===== config.mk =====
export PLATFORM = sky130hd
export DESIGN_NAME = multi_channel_button_debouncer
export DESIGN_NICKNAME = d
export VERILOG_FILES = /design/src/sv/mcbd_pkg.sv /design/src/sv/mcbd_lane.sv /design/src/sv/mcbd_merge.sv /design/src/sv/multi_channel_button_debouncer.sv
export SDC_FILE = /design/constraint.sdc
export NUM_CORES = 2
export LEC_CHECK = 0
export BUFFER_PORTS_ARGS = -buffer_cell sky130_fd_sc_hd__buf_2
export CORE_MARGIN = 10
export CORE_UTILIZATION = 35
export DETAILED_ROUTE_END_ITERATION = 8
export GPL_ROUTABILITY_DRIVEN = 0
export PLACE_DENSITY_LB_ADDON = 0.3
export REMOVE_ABC_BUFFERS = 1
export SLEW_MARGIN = 10
export SYNTH_ARGS = -nofsm -noshare
export SYNTH_HDL_FRONTEND = slang
export SYNTH_HIERARCHICAL = 1
export SYNTH_SLANG_ARGS = --single-unit

===== constraint.sdc =====
create_clock -name clk -period 17.3 [get_ports clk]
set_input_delay 2.595 -clock clk [delete_from_list [all_inputs] [get_ports clk]]
set_output_delay 2.595 -clock clk [all_outputs]
set_load 0.01 [all_outputs]

===== src/sv/mcbd_pkg.sv =====
package mcbd_pkg;

  // Request kinds on the input channel
  typedef enum logic [1:0] {
    KIND_POLL     = 2'd0,
    KIND_RESTAMP  = 2'd1,
    KIND_SOFTWARE = 2'd2,
    KIND_UNUSED   = 2'd3
  } kind_t;

  localparam int unsigned DEFAULT_SETTLE_MS   = 30;
  localparam int unsigned US_PER_MS           = 1000;
  // 65535 ms * 1000 fits in 26 bits
  localparam int unsigned HOLD_W              = 26;
  localparam int unsigned CFG_W               = 16;
  localparam int unsigned CFG_IDX_W           = 3;
  localparam int unsigned SRC_W               = 3;
  localparam int unsigned ACT_W               = 3;

  // Per-request strobes sent to every lane
  typedef struct packed {
    logic poll;
    logic restamp;
  } lane_req_t;

  // Tag loaded with a press mask into the event merger
  typedef struct packed {
    logic             load;
    logic [SRC_W-1:0] src;
    logic             sw;
  } evt_tag_t;

endpackage


===== src/sv/mcbd_lane.sv =====
module mcbd_lane
  import mcbd_pkg::*;
#(
  parameter int SOURCES   = 8,
  parameter int TIME_BITS = 48
) (
  input  logic                                   clk,
  input  logic                                   rst_n,
  input  lane_req_t                              req,
  input  logic [(SOURCES > 1 ? $clog2(SOURCES) : 1)-1:0] src_idx,
  input  logic                                   raw_bit,
  input  logic [TIME_BITS-1:0]                   now,
  input  logic [HOLD_W-1:0]                      hold,
  output logic                                   press
);

  logic [TIME_BITS-1:0] stamp_r [SOURCES];
  logic [SOURCES-1:0]   stamp_vld_r;
  logic [SOURCES-1:0]   samp_r;
  logic [SOURCES-1:0]   stab_r;

  logic [TIME_BITS-1:0] stamp_old;
  logic [TIME_BITS-1:0] stamp_cur;
  logic [TIME_BITS-1:0] age;
  logic                 changed;
  logic                 ripe;

  // Age of this source's bit, with a fresh stamp when the raw level moved
  always_comb begin
    stamp_old = stamp_vld_r[src_idx] ? stamp_r[src_idx] : '0;
    changed   = raw_bit ^ samp_r[src_idx];
    stamp_cur = changed ? now : stamp_old;
    age       = now - stamp_cur;
    ripe      = (raw_bit != stab_r[src_idx]) &&
                (age >= TIME_BITS'(hold));
    press     = req.poll && ripe && raw_bit;
  end

  // Timestamps: payload only, validity tracked separately
  always_ff @(posedge clk) begin
    if (req.restamp || (req.poll && changed)) begin
      stamp_r[src_idx] <= now;
    end
  end

  always_ff @(posedge clk) begin
    if (!rst_n) begin
      stamp_vld_r <= '0;
      samp_r      <= '0;
      stab_r      <= '0;
    end else begin
      if (req.restamp || (req.poll && changed)) begin
        stamp_vld_r[src_idx] <= 1'b1;
      end
      if (req.poll) begin
        samp_r[src_idx] <= raw_bit;
        if (ripe) begin
          stab_r[src_idx] <= raw_bit;
        end
      end
    end
  end

endmodule


===== src/sv/mcbd_merge.sv =====
module mcbd_merge
  import mcbd_pkg::*;
#(
  parameter int ACTIONS = 8
) (
  input  logic               clk,
  input  logic               rst_n,
  input  evt_tag_t           tag,
  input  logic [ACTIONS-1:0] mask,
  output logic               ready,
  output logic               out_valid,
  input  logic               out_stall,
  output logic [ACT_W-1:0]   out_event_action,
  output logic [SRC_W-1:0]   out_event_source,
  output logic               out_from_software,
  output logic               out_last_event
);

  localparam int AW = (ACTIONS > 1) ? $clog2(ACTIONS) : 1;

  logic [ACTIONS-1:0] pend_r, pend_nxt;
  logic [SRC_W-1:0]   src_r;
  logic               sw_r;
  logic               out_valid_r;
  logic [ACT_W-1:0]   act_r;
  logic [SRC_W-1:0]   osrc_r;
  logic               osw_r;
  logic               last_r;

  logic [ACTIONS-1:0] lowest;
  logic [ACTIONS-1:0] rest;
  logic [AW-1:0]      low_idx;
  logic               pop;
  logic               is_last;

  // Lowest pending action goes out first
  always_comb begin
    lowest  = pend_r & (~pend_r + ACTIONS'(1));
    rest    = pend_r & ~lowest;
    is_last = (rest == '0);
    low_idx = '0;
    for (int a = 0; a < ACTIONS; a++) begin
      if (lowest[a]) begin
        low_idx = AW'(a);
      end
    end
    pop   = (pend_r != '0) && (!out_valid_r || !out_stall);
    ready = (pend_r == '0) || (pop && is_last);
  end

  always_comb begin
    pend_nxt = pend_r;
    if (pop) begin
      pend_nxt = rest;
    end
    if (tag.load) begin
      pend_nxt = mask;
    end
  end

  always_ff @(posedge clk) begin
    if (!rst_n) begin
      pend_r      <= '0;
      out_valid_r <= 1'b0;
    end else begin
      pend_r <= pend_nxt;
      if (pop) begin
        out_valid_r <= 1'b1;
      end else if (!out_stall) begin
        out_valid_r <= 1'b0;
      end
    end
  end

  // Payload registers
  always_ff @(posedge clk) begin
    if (tag.load) begin
      src_r <= tag.src;
      sw_r  <= tag.sw;
    end
    if (pop) begin
      act_r  <= ACT_W'(low_idx);
      osrc_r <= src_r;
      osw_r  <= sw_r;
      last_r <= is_last;
    end
  end

  assign out_valid         = out_valid_r;
  assign out_event_action  = act_r;
  assign out_event_source  = osrc_r;
  assign out_from_software = osw_r;
  assign out_last_event    = last_r;

endmodule


===== src/sv/multi_channel_button_debouncer.sv =====
// Channel   Direction  Handshake          Payload
// in        request    in_valid/in_stall  kind, source_index, raw_mask, action_index, now_us
// out       event      out_valid/out_stall event_action, event_source, from_software, last_event
// cfg       write      cfg_we             cfg_index, cfg_data (debounce ms per source)
//
// A request is evaluated in the cycle it is accepted; all lanes update together.
// Its n press events leave the merger one per cycle while out_stall is low and keep it busy;
// the next request is taken in the cycle the last event moves to the output register.
// Reset is synchronous; it clears valid, sample, stable and pending bits and loads default
// hold times only. out_stall holds the output register; pending events then keep in_stall high.
module multi_channel_button_debouncer
  import mcbd_pkg::*;
#(
  parameter int SOURCES   = 8,
  parameter int ACTIONS   = 8,
  parameter int TIME_BITS = 48
) (
  input  logic                 clk,
  input  logic                 rst_n,
  input  logic                 in_valid,
  output logic                 in_stall,
  input  logic [1:0]           in_kind,
  input  logic [SRC_W-1:0]     in_source_index,
  input  logic [7:0]           in_raw_mask,
  input  logic [7:0]           in_action_index,
  input  logic [TIME_BITS-1:0] in_now_us,
  output logic                 out_valid,
  input  logic                 out_stall,
  output logic [ACT_W-1:0]     out_event_action,
  output logic [SRC_W-1:0]     out_event_source,
  output logic                 out_from_software,
  output logic                 out_last_event,
  input  logic                 cfg_we,
  input  logic [CFG_IDX_W-1:0] cfg_index,
  input  logic [CFG_W-1:0]     cfg_data
);

  localparam int SW = (SOURCES > 1) ? $clog2(SOURCES) : 1;

  logic [HOLD_W-1:0]  hold_r [SOURCES];
  logic [HOLD_W-1:0]  hold_nxt;
  logic [HOLD_W-1:0]  hold_sel;
  logic [SW-1:0]      src_idx;
  logic [SW-1:0]      cfg_idx;
  logic               src_ok;
  logic               accept;
  logic               ready;
  kind_t              kind;
  lane_req_t          req;
  evt_tag_t           tag;
  logic [ACTIONS-1:0] press;
  logic [ACTIONS-1:0] sw_mask;
  logic               sw_evt;

  // Hold time in us per source, worked out at write time
  always_comb begin
    cfg_idx  = SW'(cfg_index);
    hold_nxt = (cfg_data == '0) ? HOLD_W'(DEFAULT_SETTLE_MS * US_PER_MS)
                                : HOLD_W'(cfg_data) * HOLD_W'(US_PER_MS);
  end

  always_ff @(posedge clk) begin
    if (!rst_n) begin
      for (int s = 0; s < SOURCES; s++) begin
        hold_r[s] <= HOLD_W'(DEFAULT_SETTLE_MS * US_PER_MS);
      end
    end else if (cfg_we && (32'(cfg_index) < SOURCES)) begin
      hold_r[cfg_idx] <= hold_nxt;
    end
  end

  // Request decode
  always_comb begin
    kind     = kind_t'(in_kind);
    accept   = in_valid && ready;
    in_stall = !ready;
    src_idx  = SW'(in_source_index);
    src_ok   = 32'(in_source_index) < SOURCES;
    hold_sel = hold_r[src_idx];
    req.poll    = accept && src_ok && (kind == KIND_POLL);
    req.restamp = accept && src_ok && (kind == KIND_RESTAMP);
    for (int a = 0; a < ACTIONS; a++) begin
      sw_mask[a] = (in_action_index == 8'(a));
    end
    sw_evt   = accept && (kind == KIND_SOFTWARE) && (sw_mask != '0);
    tag.load = sw_evt || (req.poll && (press != '0));
    tag.src  = sw_evt ? '0 : in_source_index;
    tag.sw   = sw_evt;
  end

  // One lane per action bit
  for (genvar a = 0; a < ACTIONS; a++) begin : g_lane
    logic raw_bit;
    if (a < 8) begin : g_raw
      assign raw_bit = in_raw_mask[a];
    end else begin : g_zero
      assign raw_bit = 1'b0;
    end

    mcbd_lane #(
      .SOURCES   (SOURCES),
      .TIME_BITS (TIME_BITS)
    ) u_lane (
      .clk     (clk),
      .rst_n   (rst_n),
      .req     (req),
      .src_idx (src_idx),
      .raw_bit (raw_bit),
      .now     (in_now_us),
      .hold    (hold_sel),
      .press   (press[a])
    );
  end

  // Presses and software events merged into an ordered event stream
  mcbd_merge #(
    .ACTIONS (ACTIONS)
  ) u_merge (
    .clk               (clk),
    .rst_n             (rst_n),
    .tag               (tag),
    .mask              (sw_evt ? sw_mask : press),
    .ready             (ready),
    .out_valid         (out_valid),
    .out_stall         (out_stall),
    .out_event_action  (out_event_action),
    .out_event_source  (out_event_source),
    .out_from_software (out_from_software),
    .out_last_event    (out_last_event)
  );

endmodule

**Word level (Yosys, flattened, before mapping)**

Memories as Yosys holds them, arrays and structs flattened.
Cells that the tools add are included.
Widths: inputs -> output; s select.

- Output and inout port bits: 10
- Input bits: 93
- Bits in registers: 213
- Memories kept: 9
- Memory bits (writable): 3280
- Word-level logic and storage cells: 293

Memories:

| memory | words | width | rd ports | clocked after memory_dff | write ports | RTL line | RTL |
|---|---|---|---|---|---|---|---|
| g_lane[0].u_lane.stamp_r | 8 | 48 | 1 | 0 | 1 | mcbd_lane.sv:17 | `logic [TIME_BITS-1:0] stamp_r [SOURCES];` |
| g_lane[1].u_lane.stamp_r | 8 | 48 | 1 | 0 | 1 | mcbd_lane.sv:17 |  |
| g_lane[2].u_lane.stamp_r | 8 | 48 | 1 | 0 | 1 | mcbd_lane.sv:17 |  |
| g_lane[3].u_lane.stamp_r | 8 | 48 | 1 | 0 | 1 | mcbd_lane.sv:17 |  |
| g_lane[4].u_lane.stamp_r | 8 | 48 | 1 | 0 | 1 | mcbd_lane.sv:17 |  |
| g_lane[5].u_lane.stamp_r | 8 | 48 | 1 | 0 | 1 | mcbd_lane.sv:17 |  |
| +3 memories | - | - | - | - | - | - |  |

- $mul: 1
- Reduce and logical (&&, ||, !) cells: 75
- Add/subtract/negate cells: 9
- Multiplexer cells: 117
- Bitwise operators: 20
- Magnitude comparators: 10
- Eq/ne operators: 18

Operators with widths:

| operator | number |
|---|---|
| $mux 48 | 16 |
| $ge 48x26->1 | 8 |
| $sub 48x48->48 | 8 |
| $bwmux 8 | 16 |
| $bmux 1 s3 | 24 |
| $or 8x8->8 | 8 |
| $mux 26 | 2 |
| $mux 1 | 50 |
| $logic_and 1x1->1 | 41 |
| $eq 8x3->1 const B | 4 |
| $reduce_or 26->1 | 1 |
| $logic_not 8->1 | 3 |
| $mux 8 | 3 |
| $reduce_bool 8->1 | 3 |
| $mul 16x7->23 const B | 1 |
| $and 8x8->8 | 2 |
| $eq 8x2->1 const B | 2 |
| $logic_not 16->1 | 1 |
| $not 8->8 | 2 |
| $reduce_and 2->1 | 8 |
| $logic_or 1x1->1 | 11 |
| $add 8x1->8 const B | 1 |
| $eq 8x1->1 const B | 1 |
| $mux 2 | 4 |
| 14 further kinds | 30 |

**Logic depth before layout (Yosys ltp)**

- Depth in word-level cells: 16
- Gate-level depth with buffers: 38

**By module**

Netlist, hierarchy kept.

By module, submodules not included:

| module | cells each | area an instance (um^2) | times used |
|---|---|---|---|
| mcbd_lane (g_lane[1].u_lane ...) | 1442 | 19002.0 | 3 |
| mcbd_lane (g_lane[5].u_lane ...) | 1480 | 19414.9 | 2 |
| mcbd_lane (g_lane[0].u_lane) | 1479 | 19167.1 | 1 |
| mcbd_lane (g_lane[4].u_lane) | 1454 | 19057.0 | 1 |
| mcbd_lane (g_lane[7].u_lane) | 1453 | 18973.2 | 1 |
| multi_channel_button_debouncer | 923 | 11672.4 | 1 |
| mcbd_merge | 94 | 955.9 | 1 |

**Worst setup path after synthesis**

OpenSTA, ideal clock, no wires.

- Kind: input to register
- From: input in_source_index[2]
- To: register u_merge.pend_r[6]
- Setup slack: 7.712 ns
- Library setup time: 0.101 ns
- Data arrival time: 9.487 ns
- Stages on the path: 33
- Buffers on the path: 4
- Path through: buf_2 > buf_2 > mux4_2 > mux2i_2 > xnor2_1 > clkbuf_1 > a21oi_1 > ha_1 > fa_1 > and2b_1 > o2111ai_1 > a211o_1 > and2_1 > o31ai_1 > a21boi_0 > xnor2_1 > ha_1 > a21o_1 > a21oi_1 > nor2b_1 > o311ai_0 > o2111ai_1 > a2111oi_2 > nand4b_1 > nor4_4 > o2111ai_4 > and4_1 > nor4_1 > nand2_1 > nand2_1 > nand2_1 > clkbuf_1 > o41ai_1

RTL lines:

| what | RTL line | RTL |
|---|---|---|
| start: declaration | multi_channel_button_debouncer.sv:23 | `input logic [SRC_W-1:0] in_source_index,` |
| end signal: assignment | mcbd_merge.sv:66 | `pend_r <= pend_nxt;` |
| end: declaration | mcbd_merge.sv:21 | `logic [ACTIONS-1:0] pend_r, pend_nxt;` |

==> flow_summary.json <==
{
  "crit_fanout": 97,
  "synth.avg_cell_area_sq_um": 13.06,
  "yosysWarnings": 6,
  "num_rows": 252,
  "finalSetupViolations": 0,
  "cts_inserted_buffers": 362,
  "slowest_delay_ns": 0.94,
  "insertion_delay_ns": 1.00,
  "crit_slowest_cell": "nor4_1",
  "final_core_util_pct": 39.50,
  "vias_per_cell": 6.074,
  "drive_above_1_share_pct": 10.43,
  "grt_pass1_vias": 111440,
  "max-vdd-ir-drop_mv": 0.1004,
  "cts_resized": 0,
  "layout.nets": 13522,
  "worstMarginPinSlew_ns": 1.378,
  "routed_wl_um": 552000,
  "core_sq_um": 471400,
  "tritoncts": "done",
  "min_period_over_period_pct": 71.53,
  "cts-root-buf": "clkbuf_16",
  "clock-sinks": 3469,
  "r2r-start": "g_lane[1].u_lane/samp_r[1]",
  "netlist_instances": 12689,
  "relSlewSlack_pct": 7.765,
  "ys_ff_latch": 3469,
  "p_leak_nw": 59.75,
  "critPathCaptureType": "flip-flop",
  "clock_skew_ns": 0.07201,
  "area_growth_pct": 12.40,
  "htree_levels": 5,
  "vias": 117114,
  "combPwrFrac_pct": 17.9,
  "crit_arrival_ns": 13.32,
  "clk_path_buf_depth": 4,
  "post-cts-setup-buffers": 0,
  "p_sw_mw": 5.921,
  "crit_required_ns": 18.25,
  "finalCriticalPeriod_ns": 12.37,
  "critPathTopFamily": "simple AND/OR/NAND/NOR gates",
  "clock_power_share_pct": 37.0,
  "antenna_found_initial": 40,
  "crit_path_start_kind": "input pin",
  "placed_area_sq_um": 174500,
  "path_common_cell": "a21oi_1",
  "min_from": "u_merge/src_r[0]",
  "final_area_sq_um": 186200,
  "chipWidth_um": 708.0,
  "dieArea_sq_um": 501200,
  "port_buffers": 102,
  "seqPwrFrac_pct": 45.1,
  "dpl.hpwl_um": 336200,
  "yosysSeqAreaShare_pct": 61.67,
  "ys.flop_type": "edfxtp_1",
  "drc": 0,
  "grt_overflow": 0,
  "hold_viol_final": 0,
  "ios": 103,
  "postCtsHoldBufs": 0,
  "setup_tns_ns": 0,
  "worstSetupPathType": "in2reg",
  "power.density_nw_per_um2": 111.1,
  "run_status": "completed",
  "startpoint": "in_source_index[0]",
  "grt_max_degree": 114,
  "fmax_mhz": 80.81,
  "min_path_type": "reg2reg",
  "grt_pass1_wl_um": 793100,
  "grt_usage_pct": 21.01,
  "synthArstFlopShare_pct": 0,
  "rsz0062_at_grt": "false",
  "synth_edf_count": 3268,
  "path_clk_slew_ns": 0.06,
  "slew_viol_final": 0,
  "synth_cell_type_count": 118,
  "swShare_pct": 28.61,
  "ant_nets": 0,
  "maxCapViolCount": 0,
  "wl_per_cell_um": 28.63,
  "drt_iter0_markers": 13718,
  "netlist_area_sq_um": 165700,
  "die_h_um": 708.0,
  "p_int_mw": 14.77,
  "start_util_pct": 35.14,
  "dr.pass1.iters": 6,
  "cp.buffers_inverters": 5
}
sequential cells by signal, summed over array words and instances (netlist names):
register,cells
u_merge/pend_r,8
u_merge/out_event_action,3
hold_r,184
g_lane.u_lane/stamp_r,3072
u_merge/out_last_event,1
g_lane.u_lane/stab_r,64
u_merge/out_from_software,1
u_merge/sw_r,1
g_lane.u_lane/stamp_vld_r,64
g_lane.u_lane/samp_r,64
u_merge/src_r,3
u_merge/out_valid,1
u_merge/out_event_source,3
path summary, 6_finish.rpt:
| path | end | depth (start not counted) | slack, ns |
|---|---|---|---|
| setup reg to reg | u_merge/pend_r[5] | 31 | 7.64 |
| hold / removal | u_merge/out_event_source[0] | 0 | 0.42 |
| hold reg to reg | u_merge/out_event_source[0] | 0 | 0.42 |
| setup / recovery | u_merge/pend_r[5] | 34 | 4.93 |
kinds of logic after synthesis:
family	Yosys count	synth area share, %
AO/OA/AOI/OAI	4329	18.87
XOR/XNOR	258	1.364
adder cells (fa/ha/maj)	707	5.619
buffers and inverters	1240	2.961
flip-flops	3469	61.67
multiplexers	245	2.023
other	1	0.002264
AND/OR/NAND/NOR	2440	7.493
final cells by class:
cell class / count / area [sq um]
clock buffers: 454 / 9474
diodes: 40 / 100.1
well taps: 6223 / 7786
flip-flops and latches: 3469 / 102200
inverters: 449 / 1685
multi-input cells: 8003 / 59640
repair buffers: 438 / 3279
clock inverters: 204 / 2077
fillers: 43956 / 285200
power by group through the flow:
stage	clock (mW)	combinational [mW]	sequential, mW
5_1_grt	8.09	4.03	9.34
3_3_place_gp	0	3.62	9.51
2_1_floorplan	0	2.33	9.51
6_report	7.65	3.71	9.34
3_5_place_dp	0	3.63	9.51
4_1_cts	7.76	3.65	9.34
per-layer routing:
| metal | vias to the layer above | GRT usage (%) | wire (um) |
|---|---|---|---|
| met4 | 8 | 7.726 | 18730 |
| met2 | 5476 | 32.98 | 250700 |
| met1 | 59700 | 29.37 | 235800 |
| li1 | 51123 | - | - |
| met3 | 807 | 3.373 | 46720 |
| met5 | - | 0 | 48 |
cells in the final DEF, fill, tap and decap left out, types with 201 or more instances in the layout:
cell	netlist	routed
edfxtp_1	3268	3268
a21oi_1	986	979
a22oi_1	794	793
nand2_1	763	762
ha_1	644	644
inv_1	446	446
nor2_1	425	414
a221oi_1	400	397
a22o_1	385	385
buf_4	15	377
a311oi_1	375	375
clkbuf_16	0	362
o21ai_0	345	345
nand4_1	213	213
nor3_1	228	203
dfxtp_1	201	201
through the flow:
| step | total power, mW | setup WS [ns] | hold slack [ns] | std cells |
|---|---|---|---|---|
| after floorplan | 11.84 | 0.3842 | 0.4003 | 11921 |
| after global placement | 13.13 | 3.960 | 0.4034 | 18582 |
| after detailed placement | 13.15 | 4.144 | 0.4045 | 18582 |
| after CTS | 20.74 | 5.202 | 0.4190 | 19240 |
| after global routing | 21.47 | 4.515 | 0.4278 | 19245 |
| final | 20.69 | 4.925 | 0.4185 | 19280 |
Yosys cell counts (34+ instances only):
library cell,number,share of area [%]
clkbuf_1,549,1.2
a21oi_1,986,3.0
buf_1,106,0.24
edfxtp_1,3268,59
a22oi_1,794,3.6
mux2i_1,142,0.86
o211ai_1,69,0.31
dfxtp_1,201,2.4
nor3b_1,71,0.32
nor4_1,80,0.30
a21o_1,115,0.52
xor2_1,97,0.51
nor2_1,425,0.96
nand3_1,174,0.53
a22o_1,385,2.0
nand2_1,763,1.7
fa_1,62,0.75
o31ai_1,37,0.17
nor3_1,228,0.69
nand2b_1,60,0.23
o21ai_1,34,0.10
buf_2,112,0.34
a221oi_1,400,2.1
and2_1,50,0.19
nor2b_1,108,0.41
ha_1,644,4.9
a21boi_0,91,0.41
o2111ai_1,34,0.18
xnor2_1,161,0.85
a311oi_1,375,2.0
a211oi_1,51,0.23
a31oi_1,69,0.26
o21ai_0,345,1.0
o21a_1,181,0.82
or3_1,61,0.23
and3_1,43,0.16
mux4_2,66,0.90
nand4_1,213,0.80
inv_1,446,1.0
o21bai_1,53,0.24
Power figures use the tool's default switching activity.
